**src/emgfe_pkg.sv**
```systemverilog
// Shared types and constants of the EMG window feature extractor.
// No dependencies; used by every module of the block.
`default_nettype none
package emgfe_pkg;

  localparam int unsigned CHANNELS   = 4;
  localparam int unsigned SAMPLE_W   = 12;
  localparam int unsigned RING_DEPTH = 64;
  localparam int unsigned PTR_W      = $clog2(RING_DEPTH);
  localparam int unsigned CH_W       = 2;
  localparam int unsigned KCNT_W     = 7;
  localparam int unsigned CNT_W      = 6;
  localparam int unsigned STEP_W     = 7;
  localparam int unsigned IN_W       = CHANNELS * SAMPLE_W;
  localparam int unsigned OUT_W      = 40;
  localparam int unsigned WINDOW_LEN_DEF = 50;
  localparam logic [STEP_W-1:0] STEP_RESET = 7'd50;

  localparam int unsigned ADDR_W = 3;
  localparam logic [ADDR_W-1:0] REG_WINDOW_STEP = 3'd0;

  typedef enum logic [1:0] {
    DIV_AVG = 2'd0,
    DIV_MAV = 2'd1,
    DIV_WL  = 2'd2
  } div_sel_e;

  typedef struct packed {
    logic              wr;
    logic              rd_en;
    logic [KCNT_W-1:0] rd_k;
    logic              dev_pass;
    logic              clr;
    logic              div_start;
    div_sel_e          div_sel;
    logic [CH_W-1:0]   ch;
    logic              emit;
    logic              advance;
  } dp_cmd_t;

  typedef struct packed {
    logic trigger;
    logic div_done;
    logic out_free;
  } dp_status_t;

endpackage
`default_nettype wire

```
**src/emg_window_feature_extractor_unit.sv**
```systemverilog
// Top level of the EMG window feature extractor: stream ports, APB register, and
// the controller and datapath. Depends on emgfe_pkg, emgfe_ctrl and emgfe_datapath.
//
// Each request on the input stream carries one sample of each of the four channels
// and is written into a 64-entry ring. A request that does not complete a window is
// taken at once, and the input stays ready for the next one. When a request
// completes a window of WINDOW_LEN samples, the input stalls while each channel in
// turn is analysed: one pass over the ring sums the window, a division by the window
// length, done as a reciprocal multiplication in a start state and a result state,
// gives the rounded mean, a second pass accumulates the absolute deviation,
// neighbour differences, zero crossings and slope turns, two more divisions round
// the averaged features, and a last state hands the result to the output register,
// waiting while the previous result still waits for the receiver. A completed
// window thus holds the input until all four channels are done; the ring's single
// read port sets this.
// Results leave through an output register, one request per channel with tlast on
// channel 3; the ring is undefined until written and needs no clearing after reset.
`default_nettype none
module emg_window_feature_extractor_unit #(
  parameter int unsigned WINDOW_LEN = emgfe_pkg::WINDOW_LEN_DEF
) (
  input  wire logic                         clk_i,
  input  wire logic                         rst_ni,
  // sample_ch0 [11:0], sample_ch1 [23:12], sample_ch2 [35:24], sample_ch3 [47:36]
  input  wire logic [emgfe_pkg::IN_W-1:0]   s_axis_tdata,
  input  wire logic                         s_axis_tvalid,
  output logic                              s_axis_tready,
  // channel [1:0], mean_abs_value [13:2], zero_crossings [19:14],
  // wave_length [31:20], turns [37:32], zero padding [39:38]
  output logic [emgfe_pkg::OUT_W-1:0]       m_axis_tdata,
  output logic                              m_axis_tvalid,
  input  wire logic                         m_axis_tready,
  output logic                              m_axis_tlast,
  input  wire logic                         psel,
  input  wire logic                         penable,
  input  wire logic                         pwrite,
  input  wire logic [emgfe_pkg::ADDR_W-1:0] paddr,
  input  wire logic [31:0]                  pwdata,
  output logic [31:0]                       prdata,
  output logic                              pready
);
  import emgfe_pkg::*;

  dp_cmd_t          cmd;
  dp_status_t       status;
  logic [STEP_W-1:0] step_q;

  // The window step register; the datapath takes it modulo the ring depth.
  assign pready = 1'b1;

  always_ff @(posedge clk_i or negedge rst_ni) begin
    if (!rst_ni) begin
      step_q <= STEP_RESET;
    end else if (psel && penable && pwrite && pready && paddr == REG_WINDOW_STEP) begin
      step_q <= pwdata[STEP_W-1:0];
    end
  end

  assign prdata = (paddr == REG_WINDOW_STEP) ? 32'(step_q) : '0;

  emgfe_ctrl #(
    .WINDOW_LEN(WINDOW_LEN)
  ) u_ctrl (
    .clk_i     (clk_i),
    .rst_ni    (rst_ni),
    .in_valid_i(s_axis_tvalid),
    .in_ready_o(s_axis_tready),
    .status_i  (status),
    .cmd_o     (cmd)
  );

  emgfe_datapath #(
    .WINDOW_LEN(WINDOW_LEN)
  ) u_datapath (
    .clk_i      (clk_i),
    .rst_ni     (rst_ni),
    .cmd_i      (cmd),
    .status_o   (status),
    .sample_i   (s_axis_tdata),
    .step_i     (step_q),
    .out_ready_i(m_axis_tready),
    .out_valid_o(m_axis_tvalid),
    .out_data_o (m_axis_tdata),
    .out_last_o (m_axis_tlast)
  );

endmodule
`default_nettype wire

```
**src/emgfe_div.sv**
```systemverilog
// Divider by the constant window length, built as a reciprocal multiplication.
// Uses emgfe_pkg only for house conventions; standalone otherwise.
`default_nettype none
module emgfe_div #(
  parameter int unsigned WINDOW_LEN = 50,
  parameter int unsigned ACC_W      = 20
) (
  input  wire logic             clk_i,
  input  wire logic             rst_ni,
  input  wire logic             start_i,
  input  wire logic [ACC_W-1:0] dividend_i,
  output logic                  done_o,
  output logic [ACC_W-1:0]      quotient_o
);
  import emgfe_pkg::*;

  // With SHIFT = ACC_W + clog2(WINDOW_LEN) and MULT = ceil(2^SHIFT / WINDOW_LEN),
  // the product shifted right by SHIFT equals the floor quotient for every
  // dividend of ACC_W bits.
  localparam int unsigned     SHIFT  = ACC_W + $clog2(WINDOW_LEN);
  localparam int unsigned     PROD_W = SHIFT + ACC_W;
  localparam longint unsigned RECIP  = ((64'd1 << SHIFT) + WINDOW_LEN - 1) / WINDOW_LEN;
  localparam logic [ACC_W:0]  MULT   = (ACC_W+1)'(RECIP);

  logic              done_q;
  logic [ACC_W-1:0]  quot_q;
  logic [PROD_W-1:0] prod;

  assign prod = PROD_W'(dividend_i) * PROD_W'(MULT);

  always_ff @(posedge clk_i or negedge rst_ni) begin
    if (!rst_ni) begin
      done_q <= 1'b0;
    end else begin
      done_q <= start_i;
    end
  end

  always_ff @(posedge clk_i) begin
    if (start_i) begin
      quot_q <= prod[SHIFT +: ACC_W];
    end
  end

  assign done_o     = done_q;
  assign quotient_o = quot_q;

endmodule
`default_nettype wire

```
**src/emgfe_datapath.sv**
```systemverilog
// Datapath: sample ring, window pointers, accumulators, divider and output register.
// Depends on emgfe_pkg and emgfe_div.
`default_nettype none
module emgfe_datapath #(
  parameter int unsigned WINDOW_LEN = emgfe_pkg::WINDOW_LEN_DEF
) (
  input  wire logic                         clk_i,
  input  wire logic                         rst_ni,
  input  wire emgfe_pkg::dp_cmd_t           cmd_i,
  output emgfe_pkg::dp_status_t             status_o,
  input  wire logic [emgfe_pkg::IN_W-1:0]   sample_i,
  input  wire logic [emgfe_pkg::STEP_W-1:0] step_i,
  input  wire logic                         out_ready_i,
  output logic                              out_valid_o,
  output logic [emgfe_pkg::OUT_W-1:0]       out_data_o,
  output logic                              out_last_o
);
  import emgfe_pkg::*;

  localparam int unsigned ACC_W = $clog2(WINDOW_LEN) + SAMPLE_W + 2;
  localparam logic [PTR_W-1:0] END_RESET = PTR_W'(WINDOW_LEN % RING_DEPTH);
  localparam logic [ACC_W-1:0] HALF = ACC_W'(WINDOW_LEN / 2);

  logic [IN_W-1:0]  ring_q [RING_DEPTH];
  logic [IN_W-1:0]  rd_data_q;
  logic [PTR_W-1:0] wr_idx_q, win_start_q, win_end_q, wr_next, step;
  logic             vld_q, dev_q;
  logic [KCNT_W-1:0] k_q;

  logic [ACC_W-1:0] sum_q, abs_q, wl_q;
  logic [CNT_W-1:0] zc_q, tn_q;
  logic [SAMPLE_W-1:0] avg_q, mav_q, wlres_q;
  logic signed [SAMPLE_W+1:0] d1_q, s1_q, d, s;
  logic [SAMPLE_W-1:0] smp;
  logic [SAMPLE_W:0]   abs_d;
  logic [SAMPLE_W+1:0] abs_s;
  div_sel_e         sel_q;
  logic [ACC_W-1:0] div_in, quot;
  logic             div_done;
  logic             m_valid_q, m_last_q;
  logic [OUT_W-1:0] m_data_q;

  assign step    = step_i[PTR_W-1:0];
  assign wr_next = wr_idx_q + 1'b1;

  always_ff @(posedge clk_i) begin
    if (cmd_i.wr) begin
      ring_q[wr_idx_q] <= sample_i;
    end
    if (cmd_i.rd_en) begin
      rd_data_q <= ring_q[win_start_q + cmd_i.rd_k[PTR_W-1:0]];
    end
  end

  always_ff @(posedge clk_i or negedge rst_ni) begin
    if (!rst_ni) begin
      wr_idx_q    <= '0;
      win_start_q <= '0;
      win_end_q   <= END_RESET;
      vld_q       <= 1'b0;
      m_valid_q   <= 1'b0;
    end else begin
      vld_q <= cmd_i.rd_en;
      if (cmd_i.wr) begin
        wr_idx_q <= wr_next;
        if (wr_next == win_end_q) begin
          win_end_q <= win_end_q + step;
        end
      end
      if (cmd_i.advance) begin
        win_start_q <= win_start_q + step;
      end
      if (cmd_i.emit) begin
        m_valid_q <= 1'b1;
      end else if (out_ready_i) begin
        m_valid_q <= 1'b0;
      end
    end
  end

  // Centred sample, its neighbour slope and their magnitudes.
  assign smp   = rd_data_q[cmd_i.ch*SAMPLE_W +: SAMPLE_W];
  assign d     = $signed({2'b00, smp}) - $signed({2'b00, avg_q});
  assign s     = d - d1_q;
  assign abs_d = d[SAMPLE_W+1] ? (SAMPLE_W+1)'(-d) : (SAMPLE_W+1)'(d);
  assign abs_s = s[SAMPLE_W+1] ? (SAMPLE_W+2)'(-s) : (SAMPLE_W+2)'(s);

  always_ff @(posedge clk_i) begin
    k_q   <= cmd_i.rd_k;
    dev_q <= cmd_i.dev_pass;
    if (cmd_i.clr) begin
      sum_q <= '0;
      abs_q <= '0;
      wl_q  <= '0;
      zc_q  <= '0;
      tn_q  <= '0;
    end else if (vld_q && !dev_q) begin
      sum_q <= sum_q + ACC_W'(smp);
    end else if (vld_q && dev_q) begin
      abs_q <= abs_q + ACC_W'(abs_d);
      d1_q  <= d;
      s1_q  <= s;
      if (k_q != '0) begin
        wl_q <= wl_q + ACC_W'(abs_s);
        if ((d1_q < 0 && d > 0) || (d1_q > 0 && d < 0)) begin
          zc_q <= zc_q + 1'b1;
        end
        if (k_q != KCNT_W'(1) && ((s1_q < 0 && s > 0) || (s1_q > 0 && s < 0))) begin
          tn_q <= tn_q + 1'b1;
        end
      end
    end
    if (cmd_i.div_start) begin
      sel_q <= cmd_i.div_sel;
    end
    if (div_done) begin
      case (sel_q)
        DIV_AVG: avg_q   <= quot[SAMPLE_W-1:0];
        DIV_MAV: mav_q   <= quot[SAMPLE_W-1:0];
        default: wlres_q <= quot[SAMPLE_W-1:0];
      endcase
    end
    if (cmd_i.emit) begin
      m_data_q <= OUT_W'({tn_q, wlres_q, zc_q, mav_q, cmd_i.ch});
      m_last_q <= (cmd_i.ch == CH_W'(CHANNELS - 1));
    end
  end

  always_comb begin
    case (cmd_i.div_sel)
      DIV_AVG: div_in = sum_q + HALF;
      DIV_MAV: div_in = abs_q + HALF;
      default: div_in = wl_q + HALF;
    endcase
  end

  emgfe_div #(
    .WINDOW_LEN(WINDOW_LEN),
    .ACC_W     (ACC_W)
  ) u_div (
    .clk_i     (clk_i),
    .rst_ni    (rst_ni),
    .start_i   (cmd_i.div_start),
    .dividend_i(div_in),
    .done_o    (div_done),
    .quotient_o(quot)
  );

  assign status_o.trigger  = (wr_next == win_end_q);
  assign status_o.div_done = div_done;
  assign status_o.out_free = !m_valid_q || out_ready_i;

  assign out_valid_o = m_valid_q;
  assign out_data_o  = m_data_q;
  assign out_last_o  = m_last_q;

endmodule
`default_nettype wire

```
**src/emgfe_ctrl.sv**
```systemverilog
// Controller state machine sequencing the two passes, divisions and results.
// Depends on emgfe_pkg.
`default_nettype none
module emgfe_ctrl #(
  parameter int unsigned WINDOW_LEN = emgfe_pkg::WINDOW_LEN_DEF
) (
  input  wire logic                  clk_i,
  input  wire logic                  rst_ni,
  input  wire logic                  in_valid_i,
  output logic                       in_ready_o,
  input  wire emgfe_pkg::dp_status_t status_i,
  output emgfe_pkg::dp_cmd_t         cmd_o
);
  import emgfe_pkg::*;

  localparam logic [KCNT_W-1:0] LEN = KCNT_W'(WINDOW_LEN);

  typedef enum logic [9:0] {
    S_IDLE     = 10'b0000000001,
    S_SUM      = 10'b0000000010,
    S_AVG_GO   = 10'b0000000100,
    S_AVG_WAIT = 10'b0000001000,
    S_DEV      = 10'b0000010000,
    S_MAV_GO   = 10'b0000100000,
    S_MAV_WAIT = 10'b0001000000,
    S_WL_GO    = 10'b0010000000,
    S_WL_WAIT  = 10'b0100000000,
    S_EMIT     = 10'b1000000000
  } state_e;

  state_e            state_q, state_d;
  logic [KCNT_W-1:0] cnt_q, cnt_d;
  logic [CH_W-1:0]   ch_q, ch_d;
  logic              accept;

  assign in_ready_o = (state_q == S_IDLE);
  assign accept     = in_valid_i && in_ready_o;

  always_comb begin
    state_d = state_q;
    cnt_d   = cnt_q;
    ch_d    = ch_q;
    cmd_o   = '0;
    cmd_o.wr       = accept;
    cmd_o.rd_k     = cnt_q;
    cmd_o.ch       = ch_q;
    cmd_o.div_sel  = DIV_AVG;
    unique case (state_q) inside
      S_IDLE: begin
        if (accept && status_i.trigger) begin
          state_d = S_SUM;
          cnt_d   = '0;
          ch_d    = '0;
        end
      end
      S_SUM, S_DEV: begin
        cmd_o.dev_pass = (state_q == S_DEV);
        cmd_o.clr      = (cnt_q == '0);
        cmd_o.rd_en    = (cnt_q < LEN);
        cnt_d          = cnt_q + 1'b1;
        if (cnt_q == LEN) begin
          cnt_d   = '0;
          state_d = (state_q == S_SUM) ? S_AVG_GO : S_MAV_GO;
        end
      end
      S_AVG_GO: begin
        cmd_o.div_start = 1'b1;
        state_d         = S_AVG_WAIT;
      end
      S_AVG_WAIT: begin
        if (status_i.div_done) state_d = S_DEV;
      end
      S_MAV_GO: begin
        cmd_o.div_start = 1'b1;
        cmd_o.div_sel   = DIV_MAV;
        state_d         = S_MAV_WAIT;
      end
      S_MAV_WAIT: begin
        if (status_i.div_done) state_d = S_WL_GO;
      end
      S_WL_GO: begin
        cmd_o.div_start = 1'b1;
        cmd_o.div_sel   = DIV_WL;
        state_d         = S_WL_WAIT;
      end
      S_WL_WAIT: begin
        cmd_o.div_sel = DIV_WL;
        if (status_i.div_done) state_d = S_EMIT;
      end
      S_EMIT: begin
        if (status_i.out_free) begin
          cmd_o.emit = 1'b1;
          if (ch_q == CH_W'(CHANNELS - 1)) begin
            cmd_o.advance = 1'b1;
            state_d       = S_IDLE;
          end else begin
            ch_d    = ch_q + 1'b1;
            cnt_d   = '0;
            state_d = S_SUM;
          end
        end
      end
      default: state_d = S_IDLE;
    endcase
  end

  always_ff @(posedge clk_i or negedge rst_ni) begin
    if (!rst_ni) begin
      state_q <= S_IDLE;
      cnt_q   <= '0;
      ch_q    <= '0;
    end else begin
      state_q <= state_d;
      cnt_q   <= cnt_d;
      ch_q    <= ch_d;
    end
  end

endmodule
`default_nettype wire

```
**config.mk**
```make
export PLATFORM = sky130hd
export DESIGN_NAME = emg_window_feature_extractor_unit
export DESIGN_NICKNAME = d
export VERILOG_FILES = /design/src/emgfe_pkg.sv /design/src/emg_window_feature_extractor_unit.sv /design/src/emgfe_div.sv /design/src/emgfe_datapath.sv /design/src/emgfe_ctrl.sv
export SDC_FILE = /design/constraint.sdc
export NUM_CORES = 2
export LEC_CHECK = 0
export BUFFER_PORTS_ARGS = -buffer_cell sky130_fd_sc_hd__buf_2
export CAP_MARGIN = 30
export CORE_UTILIZATION = 55
export DETAILED_ROUTE_END_ITERATION = 10
export PLACE_DENSITY_LB_ADDON = 0.25
export SYNTH_ARGS = -nofsm -noshare
export SYNTH_HDL_FRONTEND = slang
export SYNTH_SLANG_ARGS = --single-unit
```
**constraint.sdc**
```tcl
create_clock -name clk_i -period 12.75 [get_ports clk_i]
set_input_delay 1.275 -clock clk_i [delete_from_list [all_inputs] [get_ports clk_i]]
set_output_delay 1.275 -clock clk_i [all_outputs]
set_load 0.05 [all_outputs]
```
# Word-level counts from Yosys, hierarchy flattened
# Memories as Yosys holds them, arrays and structs flattened. A register that Yosys moved wholly into a read port is not among the register bits.
# Cells that the tools add are included.
op_classes:
  n_reduce_logical: 41
  n_mul: 2
  mux: 33
  n_shift: 1
  n_eq_ne: 23
  n_addsub: 18
  n_bitwise: 3
  magnitude_cmp: 9
op_table:
  columns: ["cell", "n"]
  rows:
  - ["$pmux 10 s9", 1]
  - ["$add 20x5->20 const B", 3]
  - ["$mux 10", 6]
  - ["$shiftx 48x7->12", 1]
  - ["$pmux 20 s2", 1]
  - ["$mul 20x20->37 const B", 1]
  - ["$mux 7", 5]
  - ["$gt 14x1->1 const B", 2]
  - ["$lt 14x1->1 const B", 2]
  - ["$gt 13x1->1 const B", 2]
  - ["$lt 13x1->1 const B", 2]
  - ["$pmux 7 s3", 1]
  - ["$add 20x12->20", 1]
  - ["$add 20x13->20", 1]
  - ["$add 20x14->20", 1]
  - ["$add 6x1->6 const B", 3]
  - ["$add 6x6->6", 3]
  - ["$reduce_and 4->1", 4]
  - ["$mux 14", 1]
  - ["$neg 14->14", 1]
  - ["$sub 13x13->14", 1]
  - ["$mux 13", 1]
  - ["$neg 13->13", 1]
  - ["$sub 12x12->13", 1]
  - ["40 further kinds", 84]
word_totals:
  ram_bits: 3072
  in_bits: 90
  reg_bits: 243
  wordCells: 157
  memories: 1
  output_inout_bits: 76
mem_list:
  columns: ["name", "words", "width", "read_ports", "rd_ports_with_merged_regs", "wr", "line_no", "text"]
  rows:
  - ["u_datapath.ring_q", 64, 48, 1, 1, 1, "emgfe_datapath.sv:24", "logic [IN_W-1:0] ring_q [RING_DEPTH];"]

# Logic depth before layout (Yosys ltp)
logic_depth:
  ltp_word: 9
  mapped_depth: 34
  mapped_depth_nobuf: 34

# Modules after synthesis
# A second synthesis with hierarchy kept.
hier_totals:
  cells_unflattened: 6910
  area_unflattened_um2: 140811.3
by_module_without_submodules:
  columns: ["module", "cells_each", "area_per_inst_um2", "n_inst", "seq_area_each_um2"]
  rows:
  - ["emgfe_datapath", 5881, 130662.8, 1, 98918.6]
  - ["emgfe_div", 836, 8280.4, 1, 475.5]
  - ["emgfe_ctrl", 141, 1325.0, 1, 476.7]
  - ["emg_window_feature_extractor_unit", 52, 543.0, 1, 178.9]

# Worst setup path after synthesis
# No wires, ideal clock.
synth_path:
  kind: "reg-to-reg"
  from: "register u_ctrl.state_q[1]"
  to: "register u_datapath.u_div.quot_q[11] (netlist: u_datapath.u_div.quotient_o[11]), data pin"
  path_stages_with_launch: 32
  synth_period_minus_slack_ns: 8.976
  setup_ns: 0.260
  path_buffers: 0
  arrival_ns: 8.716
  path_slack_ns: 3.774
  required_time_ns: 12.490
  path_cell_list: "dfrtp_1 nor4_2 nand3_4 clkinv_4 nor2_1 a21oi_2 ha_1 nand2_1 nor3_1 a21oi_1 a21oi_2 and2b_1 and2_1 xor2_1 ha_1 inv_1 fa_1 fa_1 fa_1 inv_1 fa_1 fa_1 fa_1 ha_1 and3_1 nand3_1 or3_1 a221oi_4 a41oi_2 o31ai_2 a21oi_1 xnor2_1"
synth_rtl:
  columns: ["item", "line_no", "text"]
  rows:
  - ["from (decl)", "emgfe_ctrl.sv:31", "state_e state_q, state_d;"]
  - ["from (signal assigned)", "emgfe_ctrl.sv:113", "state_q <= state_d;"]
  - ["to (signal assigned)", "emgfe_div.sv:41", "quot_q <= prod[SHIFT +: ACC_W];"]
  - ["to (decl)", "emgfe_div.sv:26", "logic [ACC_W-1:0] quot_q;"]

==> metrics.md <==
| Metric | Value |
|---|---|
| Fillers | `16980` |
| Sw Share | `35.12%` |
| Crit path required time | `13.45 ns` |
| Core area | `251400 sq um` |
| # nets final | `7657` |
| Most used flip-flop cell after synthesis | `edfxtp_1` |
| Worst r2r dst | `u_datapath.u_div.quotient_o[11]` |
| Num ports | `166` |
| Final worst path period share | `80.61%` |
| Post-DRT Antenna Nets | `0` |
| Sw power | `14.13 mW` |
| Outcome | `finished with violations` |
| Uppermost layer routed | `met5` |
| Post-synth EDFFs | `3236` |
| Sequential Power Share | `31.6%` |
| Slowest Stage Delay on Critical Path | `0.82 ns` |
| Worst setup margin | `2.473 ns` |
| Worst min path class | `flop to flop` |
| H-tree depth | `5` |
| Placer Congestion | `0.8647` |
| Peak supply drop | `0.9087 mV` |
| Via density | `6.470` |
| Pleak | `51.12 nW` |
| Startpoint type of the worst setup path | `flop` |
| Clock Power Share | `23.8%` |
| Initial core utilization | `55.36%` |
| Internal power | `26.10 mW` |
| Syn Inst Count | `6724` |
| Worst-path fanout max | `18` |
| Chip Width | `505.0 um` |
| Max transition margin | `27.11%` |
| Global route total overflow | `0` |
| Clk root buf | `clkbuf_16` |
| Clk_lat worst skew | `0.97 ns` |
| Syn Std Cell Area | `139200 sq um` |
| Hold EP | `u_datapath.out_data_o[27]` |
| PD cells | `257.3 nW/um^2` |
| Clock Path Buffers | `4` |
| Synth top area cells | `edfxtp_1 (70%), mux4_2 (16%), ha_1 (2.6%), fa_1 (2.1%), dfxtp_1 (1.2%)` |
| Drt pass-1 iters | `11` |
| Non-Filler Instances | `10740` |
| Fin crit period | `10.28 ns` |
| R2R depth | `30` |
| First-pass GRT wire length | `493600 um` |
| Slew Viols, Final | `0` |
| Failing checks | `DRC` |
| CTS tree | `done` |
| Setup slack, reg-to-reg | `2.47 ns` |
| Slew @ Worst Pin | `1.093 ns` |
| Max stage delay cell, worst path | `xor2_1` |
| Drt initial violations | `8427` |
| Final instance area | `156400 sq um` |
| Layout cells sized above 1 | `25.51%` |
| Async set-reset flop share out of synthesis | `1.398%` |
| Hold path startpoint | `u_datapath.wlres_q[7]` |
| Port buffer count | `112` |
| Pin count of the biggest net entering global routing | `99` |
| Yosys cell types | `97` |
| YS warnings | `0` |
| Crit Reg-Reg Startpoint | `u_ctrl.state_q[3]` |
| P&R area growth vs syn | `12.37%` |
| Post-CTS Setup Inserts | `0` |
| WS Path Type | `flop to flop` |
| Pre-CTS setup slack | `2.539 ns` |
| Die Ht | `505.0 um` |
| Critical path's most frequent cell | `fa_1` |
| Area after DPL | `145100 sq um` |
| Met1 wire length | `131400 um` |
| CTS resizes | `0` |
| Top cell type by total area after synthesis | `edfxtp_1` |
| Remaining DRCs | `20` |
| Die area | `255100 sq um` |
| Post-CTS Hold Buffers | `0` |
| Seq/Total Area, Yosys | `71.82%` |
| Most frequent cells in the layout | `edfxtp_1 (3236), mux4_2 (972), clkbuf_16 (357)` |
| RSZ-0062 raised after global routing | `false` |
| Avg Synthesized Cell Area | `20.70 sq um` |
| Post-detail-place hpwl | `192100 um` |
| Worst EP arrival | `10.98 ns` |
| Post-synth top area share | `69.82%` |
| Final Hold Viols | `0` |
| Commonest non-fill, non-tap cell in the layout | `edfxtp_1` |
| Row Count | `184` |
| Vias | `69480` |
| Synthesis-stage register bit count | `3363` |
| Sink Count | `3363` |
| Initial antenna violation count | `24` |
| Drt wl/cell | `32.11 um` |
| Met2 WL | `169400 um` |
| FMAX | `97.30 MHz` |
| Number of global-route vias before repair | `69850` |
| Maximum capacitance violations | `0` |
| Post-Route WL | `344800 um` |
| TritonCTS Buffers | `350` |
| Inst Count DP | `10100` |
| Met3 WL | `32200 um` |
| Worst Hold Path Cells | `0` |
| Setup total negative slack | `0 ns` |
| Combinational power share | `44.6%` |
| CTS clk-pin slew, worst paths | `0.06 ns` |
| Setup violations, final | `0` |
| Setup Skew | `0.06272 ns` |
| GR Util All Layers | `27.25%` |
| Crit path capture type | `flop` |
==> cell families after synthesis <==
| group | share of synthesized area [%] |
|---|---|
| XOR/XNOR | 1.007 |
| AND/OR/NAND/NOR | 2.490 |
| AO/OA/AOI/OAI | 2.019 |
| multiplexers | 16.22 |
| flip-flops | 71.82 |
| buffers and inverters | 1.739 |
| adder cells (fa/ha/maj) | 4.700 |
| other | 0.005396 |
==> power groups by stage <==
stage,Clock (mW),Sequential [mW],Combinational (mW)
after global routing,10.1,12.7,20.4
after floorplan,0,12.8,13.5
after global placement,0,12.9,17.7
after detailed placement,0,12.9,17.9
after CTS,9.68,12.7,18.0
final,9.58,12.7,17.9
==> sequential cells by signal, indices dropped and copies added (netlist names), 7 cells and up <==
register,cells
u_datapath.rd_data_q,48
u_datapath.out_data_o,38
u_ctrl.cnt_q,7
u_datapath.s1_q,14
u_datapath.abs_q,20
u_datapath.u_div.quotient_o,12
u_ctrl.state_q,10
u_datapath.wl_q,20
u_datapath.d1_q,13
u_datapath.k_q,7
step_q,7
u_datapath.sum_q,20
u_datapath.wlres_q,12
u_datapath.ring_q,3072
u_datapath.mav_q,12
u_datapath.avg_q,12
==> synthesized netlist by cell type (all sizes together), types with 10 or more instances <==
| master | number |
|---|---|
| ha | 286 |
| mux2i | 53 |
| and3 | 16 |
| a21oi | 161 |
| o21a | 11 |
| o21ai | 73 |
| a21o | 33 |
| mux2 | 13 |
| clkbuf | 184 |
| inv | 307 |
| mux4 | 972 |
| dfrtp | 40 |
| or4 | 10 |
| nand2b | 17 |
| nor2b | 73 |
| and2 | 21 |
| nand4 | 15 |
| or3 | 21 |
| fa | 148 |
| nor3 | 44 |
| nor4 | 17 |
| xnor2 | 108 |
| dfxtp | 80 |
| nand3 | 52 |
| o21bai | 10 |
| a211oi | 57 |
| buf | 118 |
| nor3b | 12 |
| xor2 | 49 |
| nor2 | 206 |
| o31ai | 11 |
| edfxtp | 3236 |
| nand2 | 147 |
| o22ai | 17 |
==> worst max path at each step <==
stage	slack [ns]	start	to	cells past startpoint
2_1_floorplan	3.77	u_ctrl.state_q[1]	u_datapath.u_div.quotient_o[11]	31
3_3_place_gp	2.27	u_ctrl.state_q[3]	u_datapath.u_div.quotient_o[11]	33
5_1_grt	1.85	u_ctrl.state_q[3]	u_datapath.u_div.quotient_o[11]	30
6_report	2.47	u_ctrl.state_q[3]	u_datapath.u_div.quotient_o[11]	30
3_5_place_dp	2.54	u_ctrl.state_q[1]	u_datapath.u_div.quotient_o[11]	30
4_1_cts	2.52	u_ctrl.state_q[3]	u_datapath.u_div.quotient_o[11]	30
==> layout make-up <==
cell class | count | area (sq um) | area share (%)
inverters | 310 | 1170 | 0.7481
multi-input cells | 2775 | 37450 | 23.95
clock buffers | 439 | 9251 | 5.916
flip-flops and latches | 3363 | 99960 | 63.92
diodes | 3 | 7.507 | 0.004800
well taps | 3348 | 4189 | 2.679
repair buffers | 333 | 3008 | 1.923
clock inverters | 168 | 1355 | 0.8665
==> metrics by stage <==
| step | utilization, % | power [mW] | hold slack [ns] |
|---|---|---|---|
| 3_3_place_gp | 57.54 | 30.61 | 0.4082 |
| 6_report | 62.21 | 40.24 | 0.4125 |
| 5_1_grt | 62.21 | 43.23 | 0.4253 |
| 4_1_cts | 61.94 | 40.44 | 0.4027 |
| 3_5_place_dp | 57.72 | 30.80 | 0.4045 |
| 2_1_floorplan | - | 26.30 | 0.4003 |
==> routing by layer <==
metal,vias to the layer above,global-route usage [%]
li1,28230,-
met1,36880,37.75
met2,3746,44.02
met3,628,4.996
met4,4,9.256
met5,-,0
==> critical path: cells and delay by family, from the launching register on <==
family	cells	cell delay [ns]
xor gates and xnor gates	3	1.40
AOI/OAI and AO/OA	7	1.87
DFF	1	0.48
adders and majority gates	8	3.53
and+or+nand+nor	9	2.32
buffers and inverters	3	0.40
Note: power is estimated with default switching activity, not from simulation.
